[src/hdl/rhtt_pkg.sv]
// shared types and constants for the rectangle hit test table
`default_nettype none

package rhtt_pkg;

  localparam int ENTRIES = 64;
  localparam int IDX_W   = (ENTRIES > 1) ? $clog2(ENTRIES) : 1;
  localparam int CNT_W   = $clog2(ENTRIES + 1);
  localparam int COORD_W = 16;
  localparam int TAG_W   = 16;

  typedef enum logic [1:0] {
    OP_CLEAR = 2'd0,
    OP_ADD   = 2'd1,
    OP_TEST  = 2'd2
  } op_t;

  typedef enum logic {
    ST_IDLE,
    ST_SCAN
  } state_t;

  // one table entry, x in the low bits
  typedef struct packed {
    logic [TAG_W-1:0]   tag;
    logic [COORD_W-1:0] h;
    logic [COORD_W-1:0] w;
    logic [COORD_W-1:0] y;
    logic [COORD_W-1:0] x;
  } entry_t;

  typedef struct packed {
    logic             en;
    logic [IDX_W-1:0] addr;
    entry_t           data;
  } ram_wr_t;

endpackage

`default_nettype wire

[src/hdl/rhtt_if.sv]
// request and response channel interfaces
`default_nettype none

interface rhtt_in_if;
  logic        valid;
  logic        ready;
  logic [1:0]  operation;
  logic [15:0] pos_x;
  logic [15:0] pos_y;
  logic [15:0] rect_w;
  logic [15:0] rect_h;
  logic [15:0] action_tag;

  modport source (output valid, operation, pos_x, pos_y, rect_w, rect_h, action_tag,
                  input ready);
  modport sink (input valid, operation, pos_x, pos_y, rect_w, rect_h, action_tag,
                output ready);
endinterface

interface rhtt_out_if;
  logic        valid;
  logic        ready;
  logic        hit;
  logic [15:0] found_tag;
  logic        add_dropped;

  modport source (output valid, hit, found_tag, add_dropped, input ready);
  modport sink (input valid, hit, found_tag, add_dropped, output ready);
endinterface

`default_nettype wire

[src/hdl/rhtt_ctrl.sv]
// sequencer: entry count, newest-first scan, containment compare, result register
`default_nettype none

module rhtt_ctrl (
  input  wire logic                          clk,
  input  wire logic                          rst,
  rhtt_in_if.sink                            req,
  rhtt_out_if.source                         rsp,
  output rhtt_pkg::ram_wr_t                  wr,
  output logic [rhtt_pkg::IDX_W-1:0]         raddr,
  input  wire rhtt_pkg::entry_t              rdata
);

  rhtt_pkg::state_t state, state_next;

  logic [rhtt_pkg::CNT_W-1:0]   count;
  logic [rhtt_pkg::CNT_W-1:0]   cnt_m1;
  logic [rhtt_pkg::IDX_W-1:0]   scan_idx;
  logic [rhtt_pkg::IDX_W-1:0]   scan_m1;
  logic [rhtt_pkg::COORD_W-1:0] px;
  logic [rhtt_pkg::COORD_W-1:0] py;

  logic                       out_vld;
  logic                       out_hit;
  logic [rhtt_pkg::TAG_W-1:0] out_tag;
  logic                       out_drop;

  logic                       slot_free;
  logic                       take;
  logic                       is_full;
  logic                       match;
  logic                       last;
  logic                       load_out;
  logic                       res_hit;
  logic [rhtt_pkg::TAG_W-1:0] res_tag;
  logic                       res_drop;
  logic [rhtt_pkg::COORD_W:0] x_end;
  logic [rhtt_pkg::COORD_W:0] y_end;

  assign slot_free = !out_vld || rsp.ready;
  assign req.ready = (state == rhtt_pkg::ST_IDLE) && slot_free;
  assign take      = req.valid && req.ready;
  assign is_full   = (count == rhtt_pkg::CNT_W'(rhtt_pkg::ENTRIES));
  assign cnt_m1    = count - rhtt_pkg::CNT_W'(1);
  assign scan_m1   = scan_idx - rhtt_pkg::IDX_W'(1);
  assign last      = (scan_idx == '0);

  // 17-bit bounds so x + w never wraps
  assign x_end = {1'b0, rdata.x} + {1'b0, rdata.w};
  assign y_end = {1'b0, rdata.y} + {1'b0, rdata.h};
  assign match = (px >= rdata.x) && ({1'b0, px} < x_end) &&
                 (py >= rdata.y) && ({1'b0, py} < y_end);

  always_ff @(posedge clk) begin
    if (rst) begin
      state <= rhtt_pkg::ST_IDLE;
    end else begin
      state <= state_next;
    end
  end

  always_comb begin
    state_next   = state;
    wr.en        = 1'b0;
    wr.addr      = count[rhtt_pkg::IDX_W-1:0];
    wr.data.tag  = req.action_tag;
    wr.data.h    = req.rect_h;
    wr.data.w    = req.rect_w;
    wr.data.y    = req.pos_y;
    wr.data.x    = req.pos_x;
    raddr        = cnt_m1[rhtt_pkg::IDX_W-1:0];
    load_out     = 1'b0;
    res_hit      = 1'b0;
    res_tag      = '0;
    res_drop     = 1'b0;
    case (state)
      rhtt_pkg::ST_IDLE: begin
        if (take) begin
          case (req.operation)
            rhtt_pkg::OP_ADD: begin
              load_out = 1'b1;
              if (is_full) begin
                res_drop = 1'b1;
              end else begin
                wr.en = 1'b1;
              end
            end
            rhtt_pkg::OP_TEST: begin
              if (count == '0) begin
                load_out = 1'b1;
              end else begin
                state_next = rhtt_pkg::ST_SCAN;
              end
            end
            default: begin
              load_out = 1'b1;
            end
          endcase
        end
      end
      rhtt_pkg::ST_SCAN: begin
        raddr = scan_m1;
        if (match) begin
          load_out   = 1'b1;
          res_hit    = 1'b1;
          res_tag    = rdata.tag;
          state_next = rhtt_pkg::ST_IDLE;
        end else if (last) begin
          load_out   = 1'b1;
          state_next = rhtt_pkg::ST_IDLE;
        end
      end
      default: begin
        state_next = rhtt_pkg::ST_IDLE;
      end
    endcase
  end

  always_ff @(posedge clk) begin
    if (rst) begin
      count   <= '0;
      out_vld <= 1'b0;
    end else begin
      if (take && (req.operation == rhtt_pkg::OP_CLEAR)) begin
        count <= '0;
      end else if (wr.en) begin
        count <= count + rhtt_pkg::CNT_W'(1);
      end
      if (load_out) begin
        out_vld <= 1'b1;
      end else if (rsp.ready) begin
        out_vld <= 1'b0;
      end
    end
  end

  always_ff @(posedge clk) begin
    if (take) begin
      px       <= req.pos_x;
      py       <= req.pos_y;
      scan_idx <= cnt_m1[rhtt_pkg::IDX_W-1:0];
    end else if (state == rhtt_pkg::ST_SCAN) begin
      scan_idx <= scan_m1;
    end
    if (load_out) begin
      out_hit  <= res_hit;
      out_tag  <= res_tag;
      out_drop <= res_drop;
    end
  end

  assign rsp.valid       = out_vld;
  assign rsp.hit         = out_hit;
  assign rsp.found_tag   = out_tag;
  assign rsp.add_dropped = out_drop;

endmodule

`default_nettype wire

[src/flat_wrapper.sv]
// flat-port wrapper written by rule: the top's interface ports become plain ports
module rhtt_ctrl_flat 
  (clk, rst, wr, raddr, rdata, req_valid, req_operation, req_pos_x, req_pos_y, req_rect_w, req_rect_h, req_action_tag, req_ready, rsp_valid, rsp_hit, rsp_found_tag, rsp_add_dropped, rsp_ready);
  rhtt_in_if req_i ();
  rhtt_out_if rsp_i ();
  input  wire logic clk;
  input  wire logic rst;
  output rhtt_pkg::ram_wr_t wr;
  output logic [rhtt_pkg::IDX_W-1:0] raddr;
  input  wire rhtt_pkg::entry_t rdata;
  input wire logic [$bits(req_i.valid)-1:0] req_valid;
  input wire logic [$bits(req_i.operation)-1:0] req_operation;
  input wire logic [$bits(req_i.pos_x)-1:0] req_pos_x;
  input wire logic [$bits(req_i.pos_y)-1:0] req_pos_y;
  input wire logic [$bits(req_i.rect_w)-1:0] req_rect_w;
  input wire logic [$bits(req_i.rect_h)-1:0] req_rect_h;
  input wire logic [$bits(req_i.action_tag)-1:0] req_action_tag;
  output wire logic [$bits(req_i.ready)-1:0] req_ready;
  output wire logic [$bits(rsp_i.valid)-1:0] rsp_valid;
  output wire logic [$bits(rsp_i.hit)-1:0] rsp_hit;
  output wire logic [$bits(rsp_i.found_tag)-1:0] rsp_found_tag;
  output wire logic [$bits(rsp_i.add_dropped)-1:0] rsp_add_dropped;
  input wire logic [$bits(rsp_i.ready)-1:0] rsp_ready;
  assign req_i.valid = req_valid;
  assign req_i.operation = req_operation;
  assign req_i.pos_x = req_pos_x;
  assign req_i.pos_y = req_pos_y;
  assign req_i.rect_w = req_rect_w;
  assign req_i.rect_h = req_rect_h;
  assign req_i.action_tag = req_action_tag;
  assign req_ready = req_i.ready;
  assign rsp_valid = rsp_i.valid;
  assign rsp_hit = rsp_i.hit;
  assign rsp_found_tag = rsp_i.found_tag;
  assign rsp_add_dropped = rsp_i.add_dropped;
  assign rsp_i.ready = rsp_ready;
  rhtt_ctrl u_core (.clk(clk), .rst(rst), .req(req_i), .rsp(rsp_i), .wr(wr), .raddr(raddr), .rdata(rdata));
endmodule
[config.mk]
export PLATFORM = sky130hd
export DESIGN_NAME = rhtt_ctrl_flat
export DESIGN_NICKNAME = d
export VERILOG_FILES = /design/src/hdl/rhtt_pkg.sv /design/src/hdl/rhtt_if.sv /design/src/hdl/rhtt_ctrl.sv /design/src/flat_wrapper.sv
export SDC_FILE = /design/constraint.sdc
export NUM_CORES = 1
export LEC_CHECK = 0
export BUFFER_PORTS_ARGS = -buffer_cell sky130_fd_sc_hd__buf_2
export CORE_ASPECT_RATIO = 2
export CORE_MARGIN = 1.5
export CORE_UTILIZATION = 40
export CTS_BUF_LIST = sky130_fd_sc_hd__clkbuf_4
export DETAILED_ROUTE_END_ITERATION = 8
export PLACE_DENSITY = 0.76
export SYNTH_ARGS = -nofsm -noshare
export SYNTH_HDL_FRONTEND = slang
export SYNTH_SLANG_ARGS = --single-unit
[constraint.sdc]
create_clock -name clk -period 4.7 [get_ports clk]
set_input_delay 0.235 -clock clk [delete_from_list [all_inputs] [get_ports clk]]
set_output_delay 0.235 -clock clk [all_outputs]
set_load 0.01 [all_outputs]
# Word-level counts from Yosys, hierarchy flattened
# Index checks and enable logic that the tools add are counted.
# op_classes
add_sub_neg	5
mul	0
reduce_logical	16
muxes	23
n_div	0
bitwise_logic	3
shifts	0
n_eq_ne	3
n_lt_le_gt_ge	4
# ops
cell	n
adder 16 x 16 -> 17 bit	2
less-than comparator 16 x 17 -> 1 bit	2
greater-or-equal comparator 16 bit	2
two-way mux 1 bit	18
two-way mux 6 bit	3
subtractor 6 x 1 -> 6 bit, second input constant	2
adder 7 x 1 -> 7 bit, second input constant	1
equality test 7 bit, second input constant	1
logical NOT 7 bit	1
logical AND 1 bit	6
logical NOT 6 bit	1
one-hot mux 1 bit (2 select lines)	2
nonzero test 2 bit	2
inverter 1 bit	3
OR reduction 3 bit	1
equality test 2 x 1 -> 1 bit, second input constant	1
equality test 2 bit, second input constant	1
logical NOT 2 bit	1
AND reduction 2 bit	1
OR reduction 2 bit	1
logical NOT 1 bit	1
logical OR 1 bit	1
# word_totals
output_inout_bits	113
ramBits	0
rom_bits	0
in_bits	166
regBits	65
latch_bits	0
n_memories	0
elab_cells	63

# Longest topological paths before layout
# Gate-level depths: netlist (run 1).
# depth
word_depth	8
mapped_depth	20
depth_no_buf	19

# Least setup slack after synthesis (run 1)
# Ideal clock, no wire load.
# synth_timing
path_type	input -> register
start	input rdata[0] (netlist bit)
end	register u_core.out_drop, in the netlist u_core.rsp.add_dropped (enable)
n_path_buf	0
setup_slack_ps	-64
cell_stages	18
setup_ps	404
arrival_ps	4360
required_time_ps	4296
cell_sequence	ha_1 -> fa_1 -> a21oi_1 -> o211ai_2 -> a221oi_2 -> o21ai_2 -> o21ai_0 -> nand2b_1 -> xnor2_1 -> ha_1 -> a21o_1 -> a21o_1 -> nor2_1 -> o211ai_1 -> a21o_1 -> and3_4 -> or2_4 -> a31oi_1
# synth_between
elab_chain_cells	7
word_cells_on_any_way	8
cone_classes	1 x add/sub; 2 x order compare; 2 x mux; 3 x reduce/logical
# synth_rtl
element	line_no	source
from (decl)	flat_wrapper.sv:10	input wire rhtt_pkg::entry_t rdata;
adder 16 x 16 -> 17 bit	rhtt_ctrl.sv:49	assign x_end = {1'b0, rdata.x} + {1'b0, rdata.w};
less-than comparator 16 x 17 -> 1 bit	rhtt_ctrl.sv:51	assign match = (px >= rdata.x) && ({1'b0, px} < x_end) &&
logical AND 1 bit (*) (2 in a row)	rhtt_ctrl.sv:51	
logical AND 1 bit (*)	rhtt_ctrl.sv:52	(py >= rdata.y) && ({1'b0, py} < y_end);
two-way mux 1 bit (*)	rhtt_ctrl.sv:103	if (match) begin
one-hot mux 1 bit (2 select lines) (*)	rhtt_ctrl.sv:76	case (state)
via u_core.load_out	rhtt_ctrl.sv:33	logic load_out;
to (signal assigned)	rhtt_ctrl.sv:148	out_drop <= res_drop;
to (decl)	rhtt_ctrl.sv:26	logic out_drop;
# The timed path passes the listed nets; every way through them passes the cells marked *.
# A chain may end at the register's enable or synchronous reset.

# Final worst setup path (run 1)
# layout_timing
start	input rdata[16] (netlist bit)
end	register u_core.out_tag, in the netlist u_core.rsp.found_tag[12] (enable)
# layout_between
elab_chain_cells	5
word_cells_on_any_way	7
cone_classes	1 x add/sub; 2 x order compare; 2 x mux; 2 x reduce/logical
# layout_rtl
element	line_no	source
adder 16 x 16 -> 17 bit / greater-or-equal comparator 16 bit (equally long branches)	rhtt_ctrl.sv:50, rhtt_ctrl.sv:52	
less-than comparator 16 x 17 -> 1 bit / logical AND 1 bit (equally long branches)	rhtt_ctrl.sv:52, rhtt_ctrl.sv:51	
logical AND 1 bit (*)	rhtt_ctrl.sv:52	
two-way mux 1 bit (*)	rhtt_ctrl.sv:103	
one-hot mux 1 bit (2 select lines) (*)	rhtt_ctrl.sv:76	
via u_core.load_out	rhtt_ctrl.sv:33	
to (signal assigned)	rhtt_ctrl.sv:147	out_tag <= res_tag;
to (decl)	rhtt_ctrl.sv:25	logic [rhtt_pkg::TAG_W-1:0] out_tag;
# Marked as above.

==> results of run 1 <==
state kept, by name, indices dropped and copies added, names as in the netlist:
signal                  flops
u_core.count                7
u_core.px                  16
u_core.rsp.found_tag       16
u_core.state                1
u_core.py                  16
u_core.rsp.hit              1
u_core.rsp.add_dropped      1
u_core.scan_idx             6
u_core.rsp.valid            1
metrics by stage:
step                      total power [mW]  hold slack (ns)  area [µm²]  util (%)  worst slack (ns)
after floorplan                       1.15            0.301        6120         -             0.362
after global routing                  1.81           0.0507        7100      47.7             0.253
after global placement                1.28            0.425        6630      44.5             0.180
after CTS                             1.72           0.0321        7100      47.7             0.562
after detailed placement              1.29            0.425        6630      44.5            0.0550
final                                 1.70           0.0648        7110      47.7             0.492
final timing paths:
kind,from,to,slack (ns),depth (start not counted)
max,rdata[16],u_core.rsp.found_tag[12],0.49,21
max reg2reg,u_core.px[3],u_core.rsp.found_tag[12],1.71,9
min reg2reg,u_core.count[6],u_core.count[6],0.57,2
min,rdata[70],u_core.rsp.found_tag[6],0.06,2
repair_timing:
| item | CTS | global route |
|---|---|---|
| hold endpoints to repair | 33 | 0 |
| hold buffers | 33 | 0 |
| gates resized for setup | 0 | 0 |
critical path, delay by kind of cell:
kind / cells / cell delay (ns)
AND/OR/NAND/NOR: 6 / 1.01
buffers and inverters: 3 / 0.45
XOR/XNOR: 1 / 0.14
AO/OA/AOI/OAI: 8 / 1.63
adder cells (fa/ha/maj): 3 / 0.88
cell families (layout without fill, tap and decap cells):
family,Yosys count,count (layout),share of synthesized area [%]
AOI/OAI and AO/OA,125,125,14.7
and+or+nand+nor,141,141,12.7
xor gates and xnor gates,38,38,5.44
other,0,3,0
buffers and inverters,142,285,14.2
muxes,10,10,1.64
DFF,65,65,30.4
adders and majority gates,101,101,20.9
synthesized netlist by cell type (3+ instances only):
cell and n:
and3_1 3, a41oi_1 3, nor2b_1 7, nand2b_1 12, edfxtp_1 56, nand4_1 8
a2111oi_0 3, o21ai_0 22, nand2_1 22, buf_4 86, dfxtp_1 9, nand3_1 12
xor2_1 22, a2111o_1 3, and2_1 8, nor3_1 11, a21oi_1 29, inv_1 49
ha_1 99, mux2i_1 10, xnor2_1 16, o21a_1 3, a21o_1 20, a211o_1 3
and4_1 3, a31oi_1 4, a211oi_1 9, and2_4 9, nor2_1 34, o31ai_1 3
o21ai_1 3
power groups by stage:
stage               sequential (mW)  combinational [mW]  clock (mW)
floorplan                     0.702               0.449           0
global placement              0.702               0.575           0
detailed placement            0.704               0.589           0
CTS                           0.690               0.615       0.411
global route                  0.694               0.689       0.428
finish                        0.690               0.611       0.400
metal layers:
layer  global-route usage [%]  vias up  part of all wire, %
li1                         -     2436                    -
met1                     16.7     2309                   32
met2                     42.7      149                   59
met3                     1.89       81                  3.0
met4                     15.1        0                  6.3
met5                        0        -                    0
cell type report:
type	count	area (µm²)	share of cell area [%]
clock buffers	11	82.6	1.16
diodes	3	7.51	0.106
inverters	50	188	2.64
well taps	195	244	3.43
flip-flops and latches	65	1860	26.2
multi-input cells	415	3400	47.8
repair buffers	219	1270	17.9
clock inverters	5	56.3	0.792
==> results.json, run 1 <==
{
  "worst_pin_slew_ns": 0.885,
  "ys.flop_type": "edfxtp_1",
  "synth_area_leaders": "edfxtp_1, ha_1, buf_4, xor2_1, inv_1",
  "antenna_found_initial": 2,
  "grt_max_degree": 35,
  "final_common_cell": "buf_2",
  "cpPeakStageDelay_ns": 0.43,
  "start_util_pct": 41.1,
  "drive_above_1_share_pct": 29.4,
  "instances_no_fill": 963,
  "fin_tns_setup_ns": 0,
  "root_buffer": "clkbuf_4",
  "synth_nets": 889,
  "fillCellCount": 1438,
  "coreArea_um2": 14900,
  "netlist-cell-type-count": 63,
  "power.internal_mw": 1.13,
  "cts_inserted_buffers": 9,
  "num_rows": 63,
  "cts_sinks": 65,
  "route.vias.total": 4975,
  "fmax_mhz": 238,
  "yosysTopAreaCell": "edfxtp_1",
  "path_clk_slew_ns": 0.11,
  "pin_count": 279,
  "ir_drop_uv": 130,
  "die_area_um2": 16100,
  "yosys_warnings": 0,
  "power_density_nw_per_um2": 239,
  "drv_slew": 0,
  "power.share.combinational_pct": 35.9,
  "postCtsSetupBuffers": 0,
  "p_seq_share_pct": 40.6,
  "cts_tree": "yes",
  "fin_crit_sh_pct": 89.5,
  "wl_per_cell_um": 17.0,
  "status": "finished, final reports clean",
  "numPortBuffers": 182,
  "drt_wl_total_mm": 16.4,
  "clock_tree.buffer_depth": 2,
  "hpwlAfterDp_mm": 13.4,
  "finalHoldViolations": 0,
  "routed_via_density": 5.17,
  "grt_pass1_wl_mm": 25.0,
  "path_cells": "buf_2 -> ha_1 -> inv_1 -> fa_1 -> nor2b_1 -> o31ai_1 -> a211oi_1 -> o21ai_1 -> nand2_1 -> nand3_1 -> and3_1 -> xor2_1 -> ha_1 -> a21oi_1 -> nand4_1 -> a2111o_1 -> o211ai_2 -> o211ai_4 -> or2_4 -> a31oi_2 -> buf_4",
  "ant_nets": 0,
  "synth_edf_count": 56,
  "final_cell_mix": "buf_2, ha_1, edfxtp_1",
  "worst_path_max_delay_cell": "a2111o_1",
  "drtPass1Iterations": 4,
  "area_growth_pct": 16.2,
  "fin_skew_ns": 0.0194,
  "end_kind": "register",
  "min_path_type": "in2reg",
  "grt_pass1_vias": 5197,
  "leakagePower_nw": 3.42,
  "cp.required_ns": 4.84,
  "swShare_pct": 33.7,
  "critPathArrivalTime_ns": 4.35,
  "die_w_um": 90.4,
  "netSwitchingPower_uw": 574,
  "start_kind": "input port",
  "synth-seq-cells": 65,
  "period_needed_ns": 4.21,
  "relSlewSlack_pct": 40.5,
  "cp_max_fo": 18,
  "placed_cells": 911,
  "htree_levels": 3,
  "setup_violations": 0,
  "netlist_instances": 622,
  "die_h_um": 178,
  "ys_seq_area_share_pct": 30.4,
  "nets": 1027,
  "criticalPathCategory": "in2reg",
  "yosysTopAreaCellShare_pct": 27.5,
  "gp_congestion": 0.874,
  "drc": 0,
  "overflow": 0,
  "avgSynthCellArea_um2": 9.83,
  "rsz0062_at_grt": "false",
  "grt_usage_pct": 20.3,
  "insertion_delay_ns": 0.45,
  "cap_violations": 0,
  "pwr-share-clk_pct": 23.5,
  "worst_path_most_repeated_cell": "ha_1",
  "netlist_area_um2": 6120,
  "async_flop_share_pct": 0,
  "drtIter0Drc": 132
}
Note: power is estimated with default switching activity, not from simulation.
==> run 2, diff against run 1 <==
- ABC_AREA: default -> 1
- PLACE_DENSITY: 0.76 -> 0.75
==> results.json, run 2 <==
{
  "ctsHoldBuffers": 31,
  "numPortBuffers": 182,
  "r2r_start": "u_core.px[15]",
  "grtUsageMet1_pct": 15.8,
  "cts_resized": 0,
  "met3_usage_pct": 3.54,
  "path_delay_family": "simple AND/OR/NAND/NOR gates",
  "leakagePower_nw": 3.79,
  "drive_above_1_share_pct": 25.3,
  "drt_wl_total_mm": 16.1,
  "period_needed_ns": 3.39,
  "netlist_area_um2": 6270,
  "antenna_found_initial": 2,
  "yosysTopAreaCellShare_pct": 26.8,
  "drv_slew": 0,
  "ir_drop_uv": 250,
  "grt_usage_pct": 19.7,
  "fin_crit_sh_pct": 72.2,
  "root_buffer": "clkbuf_4",
  "die_w_um": 91.6,
  "finalHoldViolations": 0,
  "start_kind": "input port",
  "rr_endpoint": "u_core.rsp.found_tag[1]",
  "path_clk_slew_ns": 0.13,
  "route.vias.total": 5365,
  "fin_skew_ns": 0.0157,
  "worst_pin_slew_ns": 0.660,
  "min_path_type": "in2reg",
  "worst_path_most_repeated_cell": "nand2_1",
  "r2r_slack_ns": 2.09,
  "cts_inserted_buffers": 9,
  "grt.busiest_layer": "met2",
  "yosysTopAreaCell": "edfxtp_1",
  "ys_seq_area_share_pct": 29.7,
  "dp_slack_ns": 0.846,
  "critPathArrivalTime_ns": 3.52,
  "synth_area_leaders": "edfxtp_1, ha_1, buf_4, nand2_1, inv_1",
  "netlist_instances": 754,
  "ys.flop_type": "edfxtp_1",
  "fin_tns_setup_ns": 0,
  "power_density_nw_per_um2": 246,
  "routed_via_density": 4.90,
  "fmax_mhz": 295,
  "cp.required_ns": 4.83,
  "yosys_warnings": 0,
  "die_h_um": 180,
  "overflow": 0,
  "worst_slack_ns": 1.31,
  "criticalPathCategory": "in2reg",
  "cp_max_fo": 18,
  "status": "finished, final reports clean",
  "die_area_um2": 16500,
  "cts_tree": "yes",
  "hpwlAfterDp_mm": 13.4,
  "cts_sinks": 65,
  "ant_nets": 0,
  "setup_violations": 0,
  "synth_edf_count": 56,
  "cp-startpoint": "rdata[0]",
  "grt_use_met2_pct": 40.4,
  "final_cell_mix": "buf_2, nand2_1, inv_1",
  "coreArea_um2": 15300,
  "htree_levels": 3,
  "rsz0062_at_grt": "false",
  "area_growth_pct": 15.7,
  "wl_per_cell_um": 14.7,
  "postCtsSetupBuffers": 0,
  "insertion_delay_ns": 0.42,
  "drtPass1Iterations": 5,
  "netlist-cell-type-count": 44,
  "avgSynthCellArea_um2": 8.32,
  "clock_tree.buffer_depth": 2,
  "cap_violations": 0,
  "drtIter0Drc": 131,
  "pin_count": 279,
  "fillCellCount": 1517,
  "crit_cells": 22,
  "end_kind": "register",
  "synth_common_cells": "nand2_1, inv_1, ha_1",
  "synth.most_common_cell": "nand2_1",
  "drc": 0,
  "gp_congestion": 0.892,
  "nets": 1158,
  "path_cells": "buf_2 -> ha_1 -> fa_1 -> nand3_1 -> nand2_1 -> nand2_1 -> nand2_2 -> a21oi_1 -> o21ai_0 -> a31oi_1 -> xor2_1 -> ha_1 -> a21oi_1 -> nor2_1 -> o211ai_1 -> nand3_1 -> nor2_2 -> nand2_4 -> nand2_1 -> nand2_1 -> nand2_1 -> buf_4",
  "synth_nets": 1021,
  "cpPeakStageDelay_ns": 0.42,
  "grt_max_degree": 22,
  "worst_path_max_delay_cell": "fa_1",
  "num_rows": 64,
  "async_flop_share_pct": 0,
  "start_util_pct": 41.0,
  "relSlewSlack_pct": 55.9,
  "final_common_cell": "buf_2",
  "grt_pass1_vias": 5471,
  "cp-endpoint": "u_core.rsp.found_tag[1]",
  "reg2regPathDepth": 14,
  "crit_buf_inv": 2,
  "synth-seq-cells": 65,
  "grt_pass1_wl_mm": 25.0
}
run 2: cell count changes in the layout (fill, tap and decap cells not counted), sizes merged, moves of 9 or more:
cell	before	now
nand2b	12	0
nor2	34	48
and2	17	0
o21ai	26	39
a21o	20	4
a211oi	10	1
inv	50	120
nand2	22	132
a21oi	29	64
mux2i	10	0
run 2: power by group:
part	internal, mW	switching (mW)	total (mW)
Combinational	0.271	0.357	0.628
Clock	0.221	0.244	0.465
Sequential	0.671	0.0248	0.696
run 2: cell type report:
type / instances / area [µm²] / area share [%]
multi-input combinational: 483 / 3300 / 45.4
sequential: 65 / 1860 / 25.7
timing repair buffer: 215 / 1240 / 17.0
inverter: 117 / 442 / 6.09
tap: 198 / 248 / 3.41
clock inverter: 7 / 100 / 1.38
clock buffer: 9 / 67.6 / 0.931
antenna: 2 / 5.00 / 0.0690
run 2: cells by family (layout without fill, tap and decap cells):
group	after synthesis	count (layout)	share of synthesized area, %
AOI/OAI and AO/OA	121	121	10.5
other	0	2	0
xor gates and xnor gates	35	35	4.89
buffers and inverters	206	348	17.8
and+or+nand+nor	226	226	16.8
adders and majority gates	101	101	20.4
DFF	65	65	29.7
run 2: per-layer routing:
metal	part of all wire, %	vias up	routed length [µm]
met3	4.6	74	743
li1	-	2694	-
met5	0.081	-	13
met2	58	192	9340
met1	31	2403	5060
met4	6.0	2	960
run 2: how the worst min path moves through the flow:
| stage | from | end | slack, ns | cells past startpoint |
|---|---|---|---|---|
| 4_1_cts | req_pos_y[13] | u_core.py[13] | 0.02 | 1 |
| 5_1_grt | req_pos_y[13] | u_core.py[13] | 0.004 | 1 |
| 3_5_place_dp | rst | u_core.state | 0.42 | 2 |
| 2_1_floorplan | rst | u_core.state | 0.30 | 1 |
| 3_3_place_gp | rst | u_core.state | 0.41 | 2 |
| 6_report | req_pos_y[13] | u_core.py[13] | 0.05 | 1 |
run 2: stage by stage:
stage          cell area [µm²]  hold WS, ns  util [%]  std cells  power, mW
3_3_place_gp              6780        0.414      44.3       1047       1.30
5_1_grt                   7260      0.00437      47.4       1095       1.93
3_5_place_dp              6780        0.419      44.3       1047       1.32
4_1_cts                   7250       0.0246      47.4       1094       1.81
6_report                  7260       0.0482      47.5       1096       1.79
2_1_floorplan             6270        0.304         -        754       1.18
==> run 3, diff against run 2 <==
- PLACE_DENSITY: 0.75 -> 0.73
- clock period: 4.7 -> 3.5 ns (I/O delays scaled with it)
==> results.json, run 3 (synthesis gave the netlist of run 2 again) <==
{
  "end_kind": "register",
  "grt_pass1_wl_mm": 24.9,
  "relSlewSlack_pct": 64.9,
  "final_common_cell": "buf_2",
  "ant_nets": 0,
  "drtIter0Drc": 139,
  "worst_pin_slew_ns": 0.521,
  "grt_usage_pct": 19.5,
  "cts_inserted_buffers": 9,
  "drv_slew": 0,
  "gp_congestion": 0.931,
  "htree_levels": 3,
  "fin_crit_sh_pct": 89.7,
  "grt_pass1_vias": 5456,
  "num_rows": 64,
  "drc": 0,
  "fmax_mhz": 319,
  "p_total_mw": 2.35,
  "cp-startpoint": "rdata[0]",
  "cts_tree": "yes",
  "cp_max_fo": 18,
  "power_density_nw_per_um2": 315,
  "wl_per_cell_um": 14.2,
  "antenna_found_initial": 1,
  "coreArea_um2": 15300,
  "setup_violations": 0,
  "path_clk_slew_ns": 0.14,
  "period_needed_ns": 3.14,
  "root_buffer": "clkbuf_4",
  "cap_violations": 0,
  "rsz0062_at_grt": "false",
  "critPathArrivalTime_ns": 3.28,
  "start_kind": "input port",
  "status": "finished, final reports clean",
  "drive_above_1_share_pct": 26.8,
  "criticalPathCategory": "in2reg",
  "finalHoldViolations": 0,
  "fin_tns_setup_ns": 0,
  "cp.required_ns": 3.64,
  "dpl_cell_area_um2": 6950,
  "min_path_type": "in2reg",
  "nets": 1184,
  "final_cell_mix": "buf_2, nand2_1, inv_1",
  "routed_via_density": 4.85,
  "numPortBuffers": 182,
  "fin_area_um2": 7460,
  "ir_drop_uv": 206,
  "die_w_um": 91.6,
  "route.vias.total": 5432,
  "fin_skew_ns": 0.0258,
  "grt_max_degree": 33,
  "cts_sinks": 65,
  "min_from": "rdata[66]",
  "area_growth_pct": 18.9,
  "hpwlAfterDp_mm": 13.1,
  "cts_resized": 0,
  "insertion_delay_ns": 0.44,
  "start_util_pct": 41.0,
  "pin_count": 279,
  "overflow": 0,
  "final_util_pct": 48.8,
  "drtPass1Iterations": 4,
  "die_h_um": 180,
  "clock_tree.buffer_depth": 2,
  "r2r_start": "u_core.py[14]",
  "die_area_um2": 16500,
  "drt_wl_total_mm": 15.9,
  "leakagePower_nw": 3.90
}
==> run 3: cell types whose count changed in the layout (fill, tap and decap cells not counted), moves of 2 or more <==
cell           before  now
buf_4               2   20
buf_12              0    2
inv_6               3    1
dlygate4sd3_1      31   37
==> run 3: per-stage QoR <==
stage / setup WS, ns / hold slack [ns] / std cells
finish: 0.362 / 0.0503 / 1121
global route: 0.145 / 0.0213 / 1121
CTS: 0.435 / 0.000225 / 1120
detailed placement: -0.0652 / 0.350 / 1067
global placement: -0.0181 / 0.350 / 1067
floorplan: 0.168 / 0.244 / 754
==> run 3: timing repair <==
action / 4_1_cts / 5_1_grt
setup buffers: 0 / 0
hold buffers: 37 / 0
endpoints found under the hold margin: 38 / 0
==> run 3: critical path, stage by stage <==
cell and delay [ns]:
buf_2 0.11, ha_1 0.22, fa_1 0.42, nand3_1 0.09, nand2_1 0.10, nand2_1 0.09, nand2_2 0.05, a21oi_1 0.18
o21ai_0 0.14, buf_4 0.16, xnor2_1 0.11, ha_1 0.32, nand2_1 0.07, nor2_1 0.04, a211oi_1 0.17, nand2_1 0.08
nand3_1 0.06, nand3_1 0.08, nor2_2 0.13, nand2_4 0.07, nand2_1 0.06, nand2_1 0.07, nand2_2 0.11, buf_12 0.16
==> run 3: final timing paths <==
kind                        endpoint  slack, ns  depth (start not counted)
min reg2reg          u_core.count[6]       0.51                          1
max          u_core.rsp.found_tag[4]       0.36                         24
min          u_core.rsp.found_tag[2]       0.05                          3
max reg2reg  u_core.rsp.found_tag[4]       1.02                         12
==> run 3: layout make-up <==
cell class,count,area [µm²]
Antenna cell,1,2.50
Clock buffer,9,67.6
Clock inverter,7,70.1
Fill cell,1499,7830
Inverter,117,442
Multi-Input combinational cell,483,3300
Sequential cell,65,1860
Tap cell,198,248
Timing Repair Buffer,241,1470
==> run 3: where the power goes <==
| part | leakage [nW] | switching [mW] | internal [mW] | total (mW) |
|---|---|---|---|---|
| Combinational | 3.20 | 0.488 | 0.392 | 0.880 |
| Sequential | 0.622 | 0.0325 | 0.901 | 0.933 |
| Clock | 0.0777 | 0.321 | 0.218 | 0.539 |
==> run 3: per-layer routing <==
metal  GRT usage [%]  share of wire, %
met3            2.70               4.3
met4            15.0               6.3
met2            38.9                56
met5               0                 0
met1            16.5                33
